[config.mk]
export PLATFORM = sky130hd
export DESIGN_NAME = trigger_chunk_frame_receiver_flat
export DESIGN_NICKNAME = d
export VERILOG_FILES = /design/src/sv/tcfr_pkg.sv /design/src/sv/tcfr_item_if.sv /design/src/sv/tcfr_frame_if.sv /design/src/sv/tcfr_queue.sv /design/src/sv/tcfr_front.sv /design/src/sv/tcfr_back.sv /design/src/sv/trigger_chunk_frame_receiver.sv /design/src/flat_wrapper.sv
export SDC_FILE = /design/constraint.sdc
export NUM_CORES = 1
export LEC_CHECK = 0
export ABC_AREA = 1
export ABC_CLOCK_PERIOD_IN_PS = 6600
export BUFFER_PORTS_ARGS = -buffer_cell sky130_fd_sc_hd__buf_2
export CELL_PAD_IN_SITES_DETAIL_PLACEMENT = 0
export CELL_PAD_IN_SITES_GLOBAL_PLACEMENT = 2
export CORE_ASPECT_RATIO = 0.5
export CORE_UTILIZATION = 47
export DETAILED_ROUTE_END_ITERATION = 7
export HOLD_SLACK_MARGIN = 0.02
export MAX_ROUTING_LAYER = met4
export PLACE_DENSITY_LB_ADDON = 0.2
export SKIP_CTS_REPAIR_TIMING = 1
export SLEW_MARGIN = 5
export SYNTH_ARGS = -nofsm -noshare
export SYNTH_HDL_FRONTEND = slang
export SYNTH_SLANG_ARGS = --single-unit
[constraint.sdc]
create_clock -name clk -period 6.6 [get_ports clk]
set_input_delay 0.66 -clock clk [delete_from_list [all_inputs] [get_ports clk]]
set_output_delay 0.66 -clock clk [all_outputs]
set_load 0.02 [all_outputs]
[src/sv/tcfr_pkg.sv]
// Shared types and constants of the trigger chunk frame receiver.
// Depends on nothing; every other file refers to it by scoped names.
package tcfr_pkg;

	localparam int ByteW  = 8;
	localparam int IdxW   = 6;
	localparam int TickW  = 16;
	localparam int CfgIdxW = 2;

	// Largest chunk the byte_index field can describe.
	localparam int MaxChunk = 63;

	// Command queue between the front and the back.
	localparam int QDepth = 4;
	localparam int QAw    = 2;

	// Input opcodes.
	localparam logic OpByte = 1'b0;
	localparam logic OpTick = 1'b1;

	// Configuration register indexes.
	localparam logic [CfgIdxW-1:0] CfgTimeout = 2'd0;
	localparam logic [CfgIdxW-1:0] CfgBackoff = 2'd1;
	localparam logic [CfgIdxW-1:0] CfgChunk   = 2'd2;

	// Configuration reset values.
	localparam logic [TickW-1:0] TimeoutRst = 16'd2000;
	localparam logic [TickW-1:0] BackoffRst = 16'd300;
	localparam logic [IdxW-1:0]  ChunkRst   = 6'd63;

	// One command for the back: an optional store write followed by an
	// optional frame emission whose last index is idx.
	typedef struct packed {
		logic             wr;
		logic             emit;
		logic [IdxW-1:0]  idx;
		logic [ByteW-1:0] data;
		logic             by_to;
	} tcfr_cmd_t;

	typedef struct packed {
		logic full;
		logic empty;
	} tcfr_qstat_t;

endpackage

[src/sv/tcfr_item_if.sv]
// Input channel of the frame receiver: one received byte or one tick.
// Depends on tcfr_pkg for field widths.
interface tcfr_item_if;
	logic                         valid;
	logic                         ready;
	logic                         opcode;
	logic [tcfr_pkg::ByteW-1:0]   rx_byte;

	modport source (output valid, output opcode, output rx_byte, input ready);
	modport sink   (input valid, input opcode, input rx_byte, output ready);
endinterface

[src/sv/tcfr_frame_if.sv]
// Output channel of the frame receiver: one byte of an emitted frame.
// Depends on tcfr_pkg for field widths.
interface tcfr_frame_if;
	logic                        valid;
	logic                        ready;
	logic [tcfr_pkg::ByteW-1:0]  frame_byte;
	logic [tcfr_pkg::IdxW-1:0]   byte_index;
	logic                        frame_last;
	logic                        closed_by_timeout;

	modport source (output valid, output frame_byte, output byte_index,
		output frame_last, output closed_by_timeout, input ready);
	modport sink (input valid, input frame_byte, input byte_index,
		input frame_last, input closed_by_timeout, output ready);
endinterface

[src/sv/tcfr_queue.sv]
// Small command queue between the front and the back of the receiver.
// Depends on tcfr_pkg for the command type and the depth.
module tcfr_queue (
	input  logic                  clk,
	input  logic                  arst_n,
	input  logic                  push,
	input  tcfr_pkg::tcfr_cmd_t   push_cmd,
	input  logic                  pop,
	output tcfr_pkg::tcfr_cmd_t   head,
	output tcfr_pkg::tcfr_qstat_t stat
);

	tcfr_pkg::tcfr_cmd_t         entry_q [tcfr_pkg::QDepth];
	logic [tcfr_pkg::QAw-1:0]    wr_ptr_q;
	logic [tcfr_pkg::QAw-1:0]    rd_ptr_q;
	logic [tcfr_pkg::QAw:0]      count_q;

	assign stat.full  = (count_q == (tcfr_pkg::QAw+1)'(tcfr_pkg::QDepth));
	assign stat.empty = (count_q == '0);
	assign head = entry_q[rd_ptr_q];

	always_ff @(posedge clk) begin
		if (push) begin
			entry_q[wr_ptr_q] <= push_cmd;
		end
	end

	always_ff @(posedge clk or negedge arst_n) begin
		if (!arst_n) begin
			wr_ptr_q <= '0;
			rd_ptr_q <= '0;
			count_q  <= '0;
		end else begin
			if (push) begin
				wr_ptr_q <= wr_ptr_q + 1'b1;
			end
			if (pop) begin
				rd_ptr_q <= rd_ptr_q + 1'b1;
			end
			if (push && !pop) begin
				count_q <= count_q + 1'b1;
			end else if (pop && !push) begin
				count_q <= count_q - 1'b1;
			end
		end
	end

endmodule

[src/sv/tcfr_front.sv]
// Front of the receiver: takes requests, tracks phase and counters, and
// queues store writes and frame emissions. Depends on tcfr_pkg and tcfr_item_if.
module tcfr_front (
	input  logic                            clk,
	input  logic                            arst_n,
	tcfr_item_if.sink                       items,
	input  logic [tcfr_pkg::TickW-1:0]      timeout_ticks,
	input  logic [tcfr_pkg::TickW-1:0]      backoff_ticks,
	input  logic [tcfr_pkg::IdxW-1:0]       chunk_lim,
	input  tcfr_pkg::tcfr_qstat_t           qstat,
	output logic                            push,
	output tcfr_pkg::tcfr_cmd_t             push_cmd
);

	localparam logic [1:0] PhWait    = 2'd0;
	localparam logic [1:0] PhCollect = 2'd1;
	localparam logic [1:0] PhBackoff = 2'd2;

	logic [1:0]                   phase_q, phase_d;
	logic [tcfr_pkg::TickW-1:0]   tick_q, tick_d, tick_inc;
	logic [tcfr_pkg::TickW-1:0]   timeout_thr, backoff_thr;
	logic [tcfr_pkg::IdxW-1:0]    coll_q, coll_d, coll_inc;
	logic                         accept;
	logic                         need;

	assign items.ready = !qstat.full;
	assign accept      = items.valid && items.ready;
	assign push        = accept && need;

	assign tick_inc    = (tick_q != '1) ? tick_q + 1'b1 : tick_q;
	assign coll_inc    = coll_q + 1'b1;
	assign timeout_thr = (timeout_ticks == '0) ? 16'd1 : timeout_ticks;
	assign backoff_thr = (backoff_ticks == '0) ? 16'd1 : backoff_ticks;

	always_comb begin
		phase_d  = phase_q;
		tick_d   = tick_q;
		coll_d   = coll_q;
		need     = 1'b0;
		push_cmd = '{wr: 1'b0, emit: 1'b0, idx: coll_inc, data: items.rx_byte,
			by_to: 1'b0};
		if (items.opcode == tcfr_pkg::OpByte) begin
			unique case (phase_q)
				PhCollect: begin
					need        = 1'b1;
					push_cmd.wr = 1'b1;
					if (coll_inc >= chunk_lim) begin
						push_cmd.emit = 1'b1;
						phase_d = PhBackoff;
						tick_d  = '0;
						coll_d  = '0;
					end else begin
						coll_d = coll_inc;
					end
				end
				PhBackoff: begin
				end
				default: begin
					// Waiting, or the unused phase code: this is a trigger byte.
					need         = 1'b1;
					push_cmd.wr  = 1'b1;
					push_cmd.idx = '0;
					phase_d = PhCollect;
					tick_d  = '0;
					coll_d  = '0;
				end
			endcase
		end else begin
			unique case (phase_q)
				PhCollect: begin
					tick_d = tick_inc;
					if (tick_inc >= timeout_thr) begin
						tick_d = '0;
						if (coll_q != '0) begin
							need           = 1'b1;
							push_cmd.emit  = 1'b1;
							push_cmd.idx   = coll_q;
							push_cmd.by_to = 1'b1;
							phase_d = PhBackoff;
							coll_d  = '0;
						end else begin
							phase_d = PhWait;
						end
					end
				end
				PhBackoff: begin
					tick_d = tick_inc;
					if (tick_inc >= backoff_thr) begin
						tick_d  = '0;
						phase_d = PhWait;
					end
				end
				default: begin
				end
			endcase
		end
	end

	always_ff @(posedge clk or negedge arst_n) begin
		if (!arst_n) begin
			phase_q <= PhWait;
			tick_q  <= '0;
			coll_q  <= '0;
		end else if (accept) begin
			phase_q <= phase_d;
			tick_q  <= tick_d;
			coll_q  <= coll_d;
		end
	end

endmodule

[src/sv/tcfr_back.sv]
// Back of the receiver: applies queued store writes and walks the frame
// store to send a frame out. Depends on tcfr_pkg and tcfr_frame_if.
module tcfr_back #(
	parameter int FRAME_DEPTH = 64
) (
	input  logic                  clk,
	input  logic                  arst_n,
	input  tcfr_pkg::tcfr_cmd_t   head,
	input  tcfr_pkg::tcfr_qstat_t qstat,
	output logic                  pop,
	tcfr_frame_if.source          frames
);

	localparam int Aw = (FRAME_DEPTH > 1) ? $clog2(FRAME_DEPTH) : 1;

	localparam logic [1:0] BIdle = 2'd0;
	localparam logic [1:0] BRead = 2'd1;
	localparam logic [1:0] BShow = 2'd2;

	logic [tcfr_pkg::ByteW-1:0]  store_q [FRAME_DEPTH];
	logic [1:0]                  state_q;
	logic [tcfr_pkg::IdxW-1:0]   k_q;
	logic [tcfr_pkg::IdxW-1:0]   last_q;
	logic                        to_q;
	logic [tcfr_pkg::ByteW-1:0]  out_byte_q;
	logic [tcfr_pkg::IdxW-1:0]   out_idx_q;
	logic                        out_last_q;

	assign pop = (state_q == BIdle) && !qstat.empty;

	assign frames.valid             = (state_q == BShow);
	assign frames.frame_byte        = out_byte_q;
	assign frames.byte_index        = out_idx_q;
	assign frames.frame_last        = out_last_q;
	assign frames.closed_by_timeout = to_q;

	// Frame store: written from the queue, read one registered byte at a time.
	always_ff @(posedge clk) begin
		if (pop && head.wr) begin
			store_q[Aw'(head.idx)] <= head.data;
		end
		if (state_q == BRead) begin
			out_byte_q <= store_q[Aw'(k_q)];
			out_idx_q  <= k_q;
			out_last_q <= (k_q == last_q);
		end
	end

	always_ff @(posedge clk or negedge arst_n) begin
		if (!arst_n) begin
			state_q <= BIdle;
			k_q     <= '0;
			last_q  <= '0;
			to_q    <= 1'b0;
		end else begin
			unique case (state_q)
				BIdle: begin
					if (pop && head.emit) begin
						last_q  <= head.idx;
						to_q    <= head.by_to;
						k_q     <= '0;
						state_q <= BRead;
					end
				end
				BRead: begin
					state_q <= BShow;
				end
				BShow: begin
					if (frames.ready) begin
						if (k_q == last_q) begin
							state_q <= BIdle;
						end else begin
							k_q     <= k_q + 1'b1;
							state_q <= BRead;
						end
					end
				end
				default: begin
					state_q <= BIdle;
				end
			endcase
		end
	end

endmodule

[src/sv/trigger_chunk_frame_receiver.sv]
// Trigger chunk frame receiver, top level. A request is taken while the command queue has
// room; a frame's first byte passes the queue, the back's store read and its output registers
// after the request that closes it, once the back is free. Throughput: one request a cycle at
// the input while the queue has room; the back reads each frame byte from the store, then
// presents it until the sink takes it. Reset clears phase, counters, queue and the registers
// to their defaults; the frame store keeps no reset and is written before use.
module trigger_chunk_frame_receiver #(
	parameter int FRAME_DEPTH = 64
) (
	input  logic                               clk,
	input  logic                               arst_n,
	tcfr_item_if.sink                          items,
	tcfr_frame_if.source                       frames,
	input  logic                               cfg_we,
	input  logic [tcfr_pkg::CfgIdxW-1:0]       cfg_index,
	input  logic [tcfr_pkg::TickW-1:0]         cfg_data
);

	// The chunk limit can never exceed what the store holds after the
	// trigger byte, nor what byte_index can describe.
	localparam int LimCapInt = (FRAME_DEPTH - 1 < tcfr_pkg::MaxChunk) ?
		FRAME_DEPTH - 1 : tcfr_pkg::MaxChunk;
	localparam logic [tcfr_pkg::IdxW-1:0] LimCap = tcfr_pkg::IdxW'(LimCapInt);

	logic [tcfr_pkg::TickW-1:0] timeout_q;
	logic [tcfr_pkg::TickW-1:0] backoff_q;
	logic [tcfr_pkg::IdxW-1:0]  chunk_q;
	logic [tcfr_pkg::IdxW-1:0]  chunk_min;
	logic [tcfr_pkg::IdxW-1:0]  chunk_lim;

	tcfr_pkg::tcfr_cmd_t   push_cmd;
	tcfr_pkg::tcfr_cmd_t   head;
	tcfr_pkg::tcfr_qstat_t qstat;
	logic                  push;
	logic                  pop;

	// Configuration registers. An index past the list is ignored.
	always_ff @(posedge clk or negedge arst_n) begin
		if (!arst_n) begin
			timeout_q <= tcfr_pkg::TimeoutRst;
			backoff_q <= tcfr_pkg::BackoffRst;
			chunk_q   <= tcfr_pkg::ChunkRst;
		end else if (cfg_we) begin
			unique case (cfg_index)
				tcfr_pkg::CfgTimeout: timeout_q <= cfg_data;
				tcfr_pkg::CfgBackoff: backoff_q <= cfg_data;
				tcfr_pkg::CfgChunk:   chunk_q   <= cfg_data[tcfr_pkg::IdxW-1:0];
				default: begin
				end
			endcase
		end
	end

	// A chunk size of zero behaves as one.
	assign chunk_min = (chunk_q == '0) ? 6'd1 : chunk_q;
	assign chunk_lim = (chunk_min > LimCap) ? LimCap : chunk_min;

	// The front classifies each request and queues store writes and
	// frame emissions; it stalls only when the queue is full.
	tcfr_front u_front (
		.clk           (clk),
		.arst_n        (arst_n),
		.items         (items),
		.timeout_ticks (timeout_q),
		.backoff_ticks (backoff_q),
		.chunk_lim     (chunk_lim),
		.qstat         (qstat),
		.push          (push),
		.push_cmd      (push_cmd)
	);

	tcfr_queue u_queue (
		.clk      (clk),
		.arst_n   (arst_n),
		.push     (push),
		.push_cmd (push_cmd),
		.pop      (pop),
		.head     (head),
		.stat     (qstat)
	);

	// The back owns the frame store, so writes and frame reads stay in
	// queue order and a new trigger never overwrites a frame in flight.
	tcfr_back #(
		.FRAME_DEPTH (FRAME_DEPTH)
	) u_back (
		.clk    (clk),
		.arst_n (arst_n),
		.head   (head),
		.qstat  (qstat),
		.pop    (pop),
		.frames (frames)
	);

	// The queue status flags never contradict each other.
	assert property (@(posedge clk) disable iff (!arst_n)
		!(qstat.full && qstat.empty))
		else $error("queue reports full and empty at once");

	// Every frame holds the trigger byte and at least one more byte.
	assert property (@(posedge clk) disable iff (!arst_n)
		(frames.valid && frames.byte_index == '0) |-> !frames.frame_last)
		else $error("frame ended on its trigger byte");

	// Within a frame the byte after an accepted one follows at the next
	// index, with the same closing reason.
	assert property (@(posedge clk) disable iff (!arst_n)
		(frames.valid && frames.ready && !frames.frame_last) |-> ##2
		(frames.valid && frames.byte_index == $past(frames.byte_index, 2) + 6'd1 &&
		frames.closed_by_timeout == $past(frames.closed_by_timeout, 2)))
		else $error("frame bytes out of sequence");

endmodule
[src/flat_wrapper.sv]
// flat-port wrapper written by rule: the top's interface ports become plain ports
module trigger_chunk_frame_receiver_flat 
#(
	parameter int FRAME_DEPTH = 64
)
  (clk, arst_n, cfg_we, cfg_index, cfg_data, items_valid, items_opcode, items_rx_byte, items_ready, frames_valid, frames_frame_byte, frames_byte_index, frames_frame_last, frames_closed_by_timeout, frames_ready);
  tcfr_item_if items_i ();
  tcfr_frame_if frames_i ();
  input  logic clk;
  input  logic arst_n;
  input  logic cfg_we;
  input  logic [tcfr_pkg::CfgIdxW-1:0] cfg_index;
  input  logic [tcfr_pkg::TickW-1:0] cfg_data;
  input wire logic [$bits(items_i.valid)-1:0] items_valid;
  input wire logic [$bits(items_i.opcode)-1:0] items_opcode;
  input wire logic [$bits(items_i.rx_byte)-1:0] items_rx_byte;
  output wire logic [$bits(items_i.ready)-1:0] items_ready;
  output wire logic [$bits(frames_i.valid)-1:0] frames_valid;
  output wire logic [$bits(frames_i.frame_byte)-1:0] frames_frame_byte;
  output wire logic [$bits(frames_i.byte_index)-1:0] frames_byte_index;
  output wire logic [$bits(frames_i.frame_last)-1:0] frames_frame_last;
  output wire logic [$bits(frames_i.closed_by_timeout)-1:0] frames_closed_by_timeout;
  input wire logic [$bits(frames_i.ready)-1:0] frames_ready;
  assign items_i.valid = items_valid;
  assign items_i.opcode = items_opcode;
  assign items_i.rx_byte = items_rx_byte;
  assign items_ready = items_i.ready;
  assign frames_valid = frames_i.valid;
  assign frames_frame_byte = frames_i.frame_byte;
  assign frames_byte_index = frames_i.byte_index;
  assign frames_frame_last = frames_i.frame_last;
  assign frames_closed_by_timeout = frames_i.closed_by_timeout;
  assign frames_i.ready = frames_ready;
  trigger_chunk_frame_receiver #(.FRAME_DEPTH(FRAME_DEPTH)) u_core (.clk(clk), .arst_n(arst_n), .items(items_i), .frames(frames_i), .cfg_we(cfg_we), .cfg_index(cfg_index), .cfg_data(cfg_data));
endmodule
Word level (Yosys, flattened, before mapping):

Memory sizes are Yosys's and may differ from the RTL's. A register that Yosys moved wholly into a read port is not among the register bits.
Index checks and enable logic that the tools add are counted.

* bits in registers: 91
* logic and storage cells: 130
* memory bits (writable): 580
* output and inout bits: 18
* memories kept: 2

* reductions and logical operators: 30
* magnitude comparators: 4
* add/sub/neg operators: 7
* mux-type cells: 52
* eq/ne operators: 20

Memories
* u_core.u_back.store_q: depth 64, bits a word 8, read ports 1, clocked after Yosys merged registers in 1, wr ports 1, RTL line tcfr_back.sv:20 `logic [tcfr_pkg::ByteW-1:0] store_q [FRAME_DEPTH];`
* u_core.u_queue.entry_q: depth 4, bits a word 17, read ports 1, clocked after Yosys merged registers in 0, wr ports 1, RTL line tcfr_queue.sv:13 `tcfr_pkg::tcfr_cmd_t entry_q [tcfr_pkg::QDepth];`

Operators with widths (count)
* 16-bit two-way mux: 7
* 6-bit two-way mux: 11
* 16-bit case mux with 2 select lines: 2
* 16-bit >= comparator: 2
* 16-bit zero test: 2
* 7-bit two-way mux: 4
* 6-bit case mux with 2 select lines: 2
* 16-bit by 1-bit adder with 16-bit output (second input constant): 1
* 16-bit != test (second input constant): 1
* 1-bit two-way mux: 14
* 2-bit two-way mux: 7
* 6-bit by 1-bit adder with 6-bit output (second input constant): 2
* 2-bit by 1-bit != test with 1-bit output (second input constant): 5
* 2-bit AND reduction: 5
* 2-bit case mux with 2 select lines: 2
* 4-bit AND reduction: 2
* 1-bit logical AND: 7
* 2-bit by 1-bit equality test with 1-bit output (second input constant): 3
* 2-bit equality test (second input constant): 3
* 6-bit equality test: 1
* 6-bit >= comparator: 1
* 6-bit > comparator (second input constant): 1
* 6-bit zero test: 1
* 3-bit two-way mux: 2
* 16 further kinds: 25

Logic depth before layout (Yosys ltp):

Gate-level depths: netlist of the first run.

* depth after elaboration: 11
* mapped depth: 31
* mapped depth without buffers: 30

By module:

A second synthesis of the first run with hierarchy kept.

* cell total of the unflattened synthesis: 3060
* area total of the unflattened synthesis: 31502.7 um2

Modules (own cells, without submodules)
* tcfr_back: cells each 2149, area an instance 23517.6 um2, times used 1, sequential area each 16200.5 um2
* tcfr_front: cells each 485, area an instance 3178.0 um2, times used 1, sequential area each 600.6 um2
* tcfr_queue: cells each 246, area an instance 3164.3 um2, times used 1, sequential area each 2217.1 um2
* trigger_chunk_frame_receiver: cells each 180, area an instance 1642.8 um2, times used 1, sequential area each 970.9 um2

Least setup slack after synthesis of the first run:

Ideal clock, no wire load.

* path kind: flip-flop to flip-flop
* start: register u_core.u_front.tick_q[0] (netlist name)
* end: memory u_core.u_queue.entry_q[0][0] (netlist name) (enable)
* data required time: 6.209 ns
* stages on the path, launching flop included: 24
* slack: 2.656 ns
* arrival: 3.553 ns
* path through: dfrtp_1 > ha_1 > nand2_2 > nor2_4 > nand2_2 > nor2_1 > nand2_1 > inv_1 > nor2_1 > nand3_1 > xor2_1 > inv_1 > ha_1 > inv_1 > nor3_1 > a211oi_1 > nand2_1 > nand2_1 > nand3_1 > nand2_1 > nand2_2 > nand2_2 > buf_4 > nor2_1

* longest elaborated chain between the ends: 9
* elaborated cells on any way between the ends: 10

Ends and longest elaborated chain
* start, declared: RTL line tcfr_front.sv:20 `logic [tcfr_pkg::TickW-1:0] tick_q, tick_d, tick_inc;`
* start signal, assigned: RTL line tcfr_front.sv:106 `tick_q <= tick_d;`
* 16-bit by 1-bit adder with 16-bit output / 16-bit != test (equally long branches): RTL line tcfr_front.sv:30 `assign tick_inc = (tick_q != '1) ? tick_q + 1'b1 : tick_q;`
* 16-bit two-way mux *: RTL line tcfr_front.sv:30
* 16-bit >= comparator *: RTL line tcfr_front.sv:72 `if (tick_inc >= timeout_thr) begin`
* 1-bit two-way mux *: RTL line tcfr_front.sv:72
* 1-bit two-way mux *: RTL line tcfr_front.sv:69 `unique case (phase_q)`
* 1-bit two-way mux *: RTL line tcfr_front.sv:42 `if (items.opcode == tcfr_pkg::OpByte) begin`
* 1-bit logical AND *: RTL line tcfr_front.sv:28 `assign push = accept && need;`
* 1-bit two-way mux *: RTL line tcfr_queue.sv:23 `if (push) begin`
* 1-bit two-way mux (implied by the code) *: RTL line tcfr_queue.sv:24 `entry_q[wr_ptr_q] <= push_cmd;`
* end, declared: RTL line tcfr_queue.sv:13

Every way passes the cells marked *; elsewhere a longest branch is shown, timed or not.

Worst setup path after layout of the first run:

* start: register u_core.u_front.tick_q[0] (netlist name)
* end: register u_core.u_queue.count_q[1] (netlist name)

* longest elaborated chain between the ends: 10
* elaborated cells on any way between the ends: 13

Ends and longest elaborated chain
* 16-bit by 1-bit adder with 16-bit output / 16-bit != test (equally long branches): RTL line tcfr_front.sv:30
* 16-bit two-way mux *: RTL line tcfr_front.sv:30
* 16-bit >= comparator *: RTL line tcfr_front.sv:72
* 1-bit two-way mux *: RTL line tcfr_front.sv:72
* 1-bit two-way mux *: RTL line tcfr_front.sv:69
* 1-bit two-way mux *: RTL line tcfr_front.sv:42
* 1-bit logical AND *: RTL line tcfr_front.sv:28
* net u_core.push: RTL line trigger_chunk_frame_receiver.sv:34 `logic push;`
* 1-bit zero test: RTL line tcfr_queue.sv:42 `end else if (pop && !push) begin`
* 1-bit logical AND: RTL line tcfr_queue.sv:42
* 2-bit nonzero test (no line)
* end signal, assigned: RTL line tcfr_queue.sv:41 `count_q <= count_q + 1'b1;`
* end signal, assigned: RTL line tcfr_queue.sv:43 `count_q <= count_q - 1'b1;`
* end, declared: RTL line tcfr_queue.sv:16 `logic [tcfr_pkg::QAw:0] count_q;`

Mark *: on every way through the listed nets, which the timed path passes. The rest lies on a longest branch.
A chain may end at the register's enable or synchronous reset.

==> impl_results.md, run 1 <==
* Status: finished clean
* Area of the multi-input gates at 7650 um^2
* Mux cell area share after synthesis at 0.0786%
* Initial core utilization at 48.0%
* Top_reg_cell synth: edfxtp_1
* EDFF count, synth at 595
* Crit path launch type: register
* Initial drt markers at 1803
* Critical path class: register to register
* DR vias at 18.7k
* Most common cell in the netlist: edfxtp_1
* Cells after synthesis at 2451
* RSZ-0062 raised after global routing: false
* Largest net degree at the start of global routing at 131
* LEAKAGE at 11.2 nW
* Synth async-reset ratio at 12.4%
* CP arrival at 5370 ps
* Clock buffer depth at 3
* # rows at 63
* Nets at 2540
* Count of different cell masters after synthesis at 51
* Worst skew pair latency at 630 ps
* WP buf/inv at 5
* Die Span Y at 177 um
* Fin cells at 3323
* Port Buf Inserts at 49
* Residual DRC at 0
* Clk_skew at 30.7 ps
* Num Clock Sinks at 679
* Worst VDD drop at 0.000257 V
* Grt total ovfl at 0
* Fillers at 5305
* Max_cap viols at 0
* Period utilization at 73.8%
* Synth Area in Compound Gates at 11.4%
* DIE AREA at 62000 um^2
* Area grow syn2layout at 11.0%
* Clk root buf: clkbuf_16
* CP endpoint kind: register
* ANT nets after route at 0
* Top-level port count at 50
* Initial antenna violation count at 0
* Drt wl/cell at 22.1 um
* RD Place Congestion at 0.836
* Largest family of logic cells by synthesized area: simple AND/OR/NAND/NOR gates
* Most frequent CP cell: inv_1
* Setup TNS at 0 ps
* H-tree levels at 2
* DRT Pass-1 Iters at 5
* Synth top area cells: edfxtp_1 62%, o21ai_0 6.0%, dfrtp_1 5.9%
* Chip width at 351 um
* ANT cells at 0
* Hold WC Path Type: input pin to register
* Global-route wire length before repair at 111000 um
* Seq/Total Area, Yosys at 69.7%
* Placed insts at 3212
* Synth Area in Simple Gates at 12.3%
* Power per Cell Area at 421 nW/um^2
* XOR/XNOR Fraction of Synth Area at 0.428%
* Syn Nets at 2529
* Worst Path Max Fanout at 13
* Critical Path RT at 7090 ps
* YS warnings at 0
* Final Hold Fails at 0
* Worst slew margin at 29.1%
* GRT Total Usage at 24.6%
* Share of layout cells above drive strength 1 at 9.28%
* Via-per-instance ratio at 5.62
* WL final at 73300 um
* Clk slew on worst S/H paths at 70 ps
* FF+latch count, synth at 679
* F_max at 205 MHz
* Final Max Slew Viols at 0
* CTS tree: done
* Slowest-stage cell, CP: dfrtp_1
* Reg-to-reg setup timing slack at 1730 ps
* Area of the core at 59700 um^2
* Max stage delay on crit path at 410 ps
* Least-Margin Pin Slew at 1060 ps
* Post-detail-place hpwl at 43300 um
* CTS Buf Count at 59
* Final setup viols at 0
* Cell area after synthesis at 28700 um^2
* FF/Latch Area at 20000 um^2
* Crit path time final at 4870 ps
* Synth top area share at 62.3%
* Synth area leader: edfxtp_1
* Adder-Cell Fraction of Synth Area at 2.03%
* Delay-heaviest family, CP: simple AND/OR/NAND/NOR gates
* Synth top cells by count: 595 x edfxtp_1, 407 x nor2_1, 346 x o21ai_0
* Vias in the first global route at 17.7k
* Avg Inst Size Synth at 11.7 um^2
where the power goes:
group | internal, mW | total, mW | switching (mW)
Combinational | 0.914 | 3.89 | 2.98
Sequential | 5.72 | 5.88 | 0.157
Clock | 2.03 | 3.61 | 1.58
per-layer routing:
metal / global-route usage [%] / up-vias / share of wire (%)
li1: - / 8828 / -
met1: 35.0 / 9203 / 46
met5: - / - / 0
met3: 4.17 / 119 / 6.8
met4: 5.96 / 0 / 2.3
met2: 36.9 / 518 / 45
state kept, by name (all words and copies together), names as in the netlist:
register	cells
u_core.u_back.frames.closed_by_timeout	1
u_core.u_back.k_q	6
u_core.u_back.frames.frame_byte	8
u_core.u_queue.count_q	3
u_core.u_back.frames.byte_index	6
u_core.u_queue.wr_ptr_q	2
u_core.backoff_q	16
u_core.u_back.store_q	512
u_core.u_back.state_q	2
u_core.timeout_q	16
u_core.u_back.frames.frame_last	1
u_core.u_back.last_q	6
u_core.u_front.phase_q	2
u_core.u_queue.rd_ptr_q	2
u_core.u_front.tick_q	16
u_core.u_queue.entry_q	68
u_core.u_front.coll_q	6
u_core.chunk_q	6
worst paths after layout:
kind | start | end | depth (start not counted)
setup / recovery | u_core.u_front.tick_q[0] | u_core.u_queue.count_q[1] | 26
hold / removal | frames_ready | u_core.u_back.state_q[1] | 2
setup reg to reg | u_core.u_front.tick_q[0] | u_core.u_queue.count_q[1] | 26
hold reg to reg | u_core.backoff_q[6] | u_core.backoff_q[6] | 2
max in group asynchronous | arst_n | u_core.u_back.k_q[1] | 3
min in group asynchronous | arst_n | u_core.timeout_q[13] | 2
final cells by class:
class / count / area share, %
Sequential cell: 679 / 62.9
Multi-Input combinational cell: 1478 / 24.1
Clock buffer: 76 / 4.94
Tap cell: 812 / 3.19
Inverter: 161 / 1.92
Timing Repair Buffer: 83 / 1.71
Clock inverter: 34 / 1.29
cell families (layout without fill, tap and decap cells):
kind of cell	Yosys count	in the layout
DFF	679	679
adders and majority gates	46	46
buffers and inverters	294	354
and+or+nand+nor	855	855
xor gates and xnor gates	14	14
muxes	2	2
AOI/OAI and AO/OA	561	561
cells in the final DEF (no fill, tap or decap), drive strengths merged, types with 2 or more instances in the layout:
cell,Yosys,layout
clkinv,4,25
a211oi,2,2
o21ai,350,350
nor4,6,6
ha,45,45
clkbuf,114,76
a32oi,6,6
dfrtp,68,68
a21oi,25,25
inv,157,158
o21bai,5,5
edfxtp,595,595
a32o,4,4
o211ai,14,14
xnor2,4,4
o22ai,87,87
o31ai,2,2
o221ai,51,51
clkinvlp,0,3
a31oi,7,7
nand3,75,75
xor2,10,10
buf,19,82
nor2,410,410
dfstp,16,16
a21o,2,2
bufinv,0,9
nand4,41,41
nand2,289,289
mux2,2,2
nor3,26,26
or2,7,7
through the flow:
stage	area, um^2	power (mW)	hold slack [ps]	util, %	setup slack, ps
2_1_floorplan	28700	8.28	364	-	2660
3_3_place_gp	29800	9.85	467	49.9	1780
3_5_place_dp	29800	9.89	475	49.9	1700
4_1_cts	31800	13.5	-50.4	53.2	1680
5_1_grt	31800	14.0	232	53.2	1180
6_report	31800	13.4	238	53.2	1730
Note: power is estimated with default switching activity, not from simulation.
==> run 2: changes to the inputs <==
--- a/config.mk
+++ b/config.mk
@@ -5,13 +5,13 @@
 export SDC_FILE = /design/constraint.sdc
 export NUM_CORES = 1
 export LEC_CHECK = 0
-export ABC_AREA = 1
-export ABC_CLOCK_PERIOD_IN_PS = 6600
+export ABC_AREA = 0
+export ABC_CLOCK_PERIOD_IN_PS = 5000
 export BUFFER_PORTS_ARGS = -buffer_cell sky130_fd_sc_hd__buf_2
 export CELL_PAD_IN_SITES_DETAIL_PLACEMENT = 0
 export CELL_PAD_IN_SITES_GLOBAL_PLACEMENT = 2
 export CORE_ASPECT_RATIO = 0.5
-export CORE_UTILIZATION = 47
+export CORE_UTILIZATION = 49
 export DETAILED_ROUTE_END_ITERATION = 7
 export HOLD_SLACK_MARGIN = 0.02
 export MAX_ROUTING_LAYER = met4
==> constraint.sdc (replaced) <==
create_clock -name clk -period 5 [get_ports clk]
set_input_delay 0.5 -clock clk [delete_from_list [all_inputs] [get_ports clk]]
set_output_delay 0.5 -clock clk [all_outputs]
set_load 0.02 [all_outputs]
==> run 2 against run 1 <==
Global-route usage is 2.6 points lower. First-iteration DRC count is 31% lower. Sequential share of layout area is 0.97 points higher. Clock power is 23% higher. Total power is 25% higher. Synthesized area is 1.5% lower. Via count is 24% lower.
==> impl_results.md, run 2 <==
* Cells after synthesis at 1510 (was 2451)
* H-tree levels at 2 (unchanged)
* Top Registers: u_core.u_back.store_q: 512 flops, u_core.u_queue.entry_q: 68 flops (unchanged)
* DRT Pass-1 Iters at 5 (unchanged)
* Clock buffer depth at 3 (unchanged)
* F_max at 212 MHz (was 205 MHz)
* Critical path class: register to register (unchanged)
* CP endpoint kind: register (unchanged)
* # rows at 61 (was 63)
* Die Span Y at 172 um (was 177 um)
* Synth top area share at 63.3% (was 62.3%)
* Final Max Slew Viols at 0 (unchanged)
* GRT Total Usage at 22.0% (was 24.6%)
* Share of layout cells above drive strength 1 at 25.4% (was 9.28%)
* Top-level port count at 50 (unchanged)
* Port Buf Inserts at 49 (unchanged)
* Area grow syn2layout at 10.9% (was 11.0%)
* Status: finished clean (unchanged)
* Worst Path Max Fanout at 10 (was 13)
* Placed Instance Area at 29400 um^2 (was 29800 um^2)
* Critical Path RT at 5530 ps (was 7090 ps)
* Syn Nets at 1588 (was 2529)
* Crit path launch type: register (unchanged)
* Synth top area cells: edfxtp_1 63%, mux4_2 15%, dfrtp_1 6.0% (was edfxtp_1 62%, o21ai_0 6.0%, dfrtp_1 5.9%)
* Via-per-instance ratio at 5.93 (was 5.62)
* Power per Cell Area at 532 nW/um^2 (was 421 nW/um^2)
* Grt total ovfl at 0 (unchanged)
* Max stage delay on crit path at 520 ps (was 410 ps)
* EDFF count, synth at 595 (unchanged)
* Final setup viols at 0 (unchanged)
* ANT nets after route at 0 (unchanged)
* Most frequent CP cell: xor2_1 (was inv_1)
* Worst skew pair latency at 630 ps (about the same)
* Post-detail-place hpwl at 39300 um (was 43300 um)
* Area of the core at 56300 um^2 (was 59700 um^2)
* Worst VDD drop at 0.000404 V (was 0.000257 V)
* Final Hold Fails at 0 (unchanged)
* Most common cell in the netlist: edfxtp_1 (unchanged)
* Seq/Total Area, Yosys at 70.8% (was 69.7%)
* Final setup margin at 283 ps (was 1730 ps)
* Drt wl/cell at 25.6 um (was 22.1 um)
* Setup TNS at 0 ps (unchanged)
* RD Place Congestion at 0.850 (was 0.836)
* Avg Inst Size Synth at 18.7 um^2 (was 11.7 um^2)
* Period utilization at 94.3% (was 73.8%)
* YS warnings at 0 (unchanged)
* Synth area leader: edfxtp_1 (unchanged)
* RSZ-0062 raised after global routing: false (unchanged)
* Final Util at 55.7% (was 53.2%)
* Max_cap viols at 0 (unchanged)
* Worst slew margin at 15.1% (was 29.1%)
* Hold WC Path Type: input pin to register (unchanged)
* FF+latch count, synth at 679 (unchanged)
* Count of different cell masters after synthesis at 76 (was 51)
* CP arrival at 5250 ps (was 5370 ps)
* Crit path time final at 4720 ps (was 4870 ps)
* Residual DRC at 0 (unchanged)
* Nets at 1661 (was 2540)
* Initial core utilization at 50.2% (was 48.0%)
* Chip width at 341 um (was 351 um)
* Most frequent cells in the layout: 595 x edfxtp_1, 185 x mux4_2, 90 x nor2_1 (was 595 x edfxtp_1, 406 x nor2_1, 346 x o21ai_0)
* Synth top cells by count: 595 x edfxtp_1, 185 x mux4_2, 90 x nor2_1 (was 595 x edfxtp_1, 407 x nor2_1, 346 x o21ai_0)
* DR vias at 14.2k (was 18.7k)
* Worst path cell trace: nand4_4, nor4_4, nand2_1, nand2b_1, nor2_1, xor2_1, ha_1, a21oi_1, o221a_2, o21ai_1, a21oi_1, nand2_2, ha_1, inv_1, fa_1, xor2_1, nor2_1, xor2_1
* Initial drt markers at 1245 (was 1803)
* Num Clock Sinks at 679 (unchanged)
* LEAKAGE at 10.3 nW (was 11.2 nW)
* Least-Margin Pin Slew at 1270 ps (was 1060 ps)
* Largest register FFs at 512 (unchanged)
* Vias in the first global route at 14.4k (was 17.7k)
* Final std cell area, no fill at 31300 um^2 (was 31800 um^2)
* Clk slew on worst S/H paths at 70 ps (about the same)
* Clk_skew at 27.4 ps (was 30.7 ps)
* CTS tree: done (unchanged)
* WL final at 61100 um (was 73300 um)
* CTS Buf Count at 58 (was 59)
* Cell area after synthesis at 28200 um^2 (was 28700 um^2)
* Most common cell after layout, fill and taps aside: edfxtp_1 (unchanged)
* Initial antenna violation count at 1 (was 0)
* Top reg by flops: u_core.u_back.store_q (unchanged)
* DIE AREA at 58600 um^2 (was 62000 um^2)
* Clk root buf: clkbuf_16 (unchanged)
* Synth async-reset ratio at 12.4% (unchanged)
* Largest net degree at the start of global routing at 65 (was 131)
* Top_reg_cell synth: edfxtp_1 (unchanged)
* Place WS at 197 ps (was 1700 ps)
* Global-route wire length before repair at 91500 um (was 111000 um)
* Slowest-stage cell, CP: nor4_4 (was dfrtp_1)
## run 2: final cells by class
class                           instances  area [um^2]
Tap cell                              756          946
Sequential cell                       679        20000
Antenna cell                            1         2.50
Inverter                               56          210
Multi-Input combinational cell        713         7800
Fill cell                            4279        24900
Timing Repair Buffer                   75          483
Clock buffer                           72         1560
Clock inverter                         38          317
## run 2: power breakdown
group | switching (mW) | internal [mW]
registers | 0.351 | 7.32
clock network | 2.03 | 2.42
logic | 2.78 | 1.77
## run 2: per-stage QoR
| stage | cells | power (mW) | hold WS (ps) |
|---|---|---|---|
| 2_1_floorplan | 1510 | 10.7 | 204 |
| 3_3_place_gp | 2278 | 12.2 | 481 |
| 3_5_place_dp | 2278 | 12.4 | 480 |
| 4_1_cts | 2388 | 16.8 | -166 |
| 5_1_grt | 2390 | 17.3 | 64.3 |
| 6_report | 2390 | 16.7 | 103 |
## run 2: path summary, 6_finish.rpt
| check | endpoint | startpoint | cells after the start | slack [ps] |
|---|---|---|---|---|
| setup / recovery | u_core.u_queue.count_q[2] | u_core.u_front.tick_q[4] | 18 | 280 |
| max in group asynchronous | u_core.u_back.k_q[0] | arst_n | 3 | 3520 |
| hold / removal | u_core.timeout_q[7] | cfg_data[7] | 3 | 100 |
| min in group asynchronous | u_core.timeout_q[14] | arst_n | 2 | 390 |
| setup reg to reg | u_core.u_queue.count_q[2] | u_core.u_front.tick_q[4] | 18 | 280 |
| hold reg to reg | u_core.u_queue.count_q[2] | u_core.u_queue.count_q[2] | 1 | 490 |
## run 2: critical path, delay by kind of cell (launching register included)
family / cells / cell delay [ps]
simple gates: 7 / 1670
flops: 1 / 510
compound gates: 4 / 910
xor+xnor: 3 / 600
buf+inv: 1 / 70
fa+ha+maj: 3 / 870
## run 2: logic make-up (layout without fill, tap and decap cells)
group,after synthesis,count (layout),share of synthesized area (%)
adders and majority gates,46,46,2.07
AOI/OAI and AO/OA,135,135,3.53
other,0,1,0
xor gates and xnor gates,29,29,0.900
DFF,679,679,70.8
buffers and inverters,118,241,1.62
and+or+nand+nor,278,278,4.76
muxes,225,225,16.3
## run 2: routing by layer
metal	wire length, um	global-route usage, %	vias to the layer above
li1	-	-	6234
met1	27200	30.7	7451
met2	29100	34.2	405
met3	3540	3.58	80
met4	1230	5.11	0
met5	0	-	-
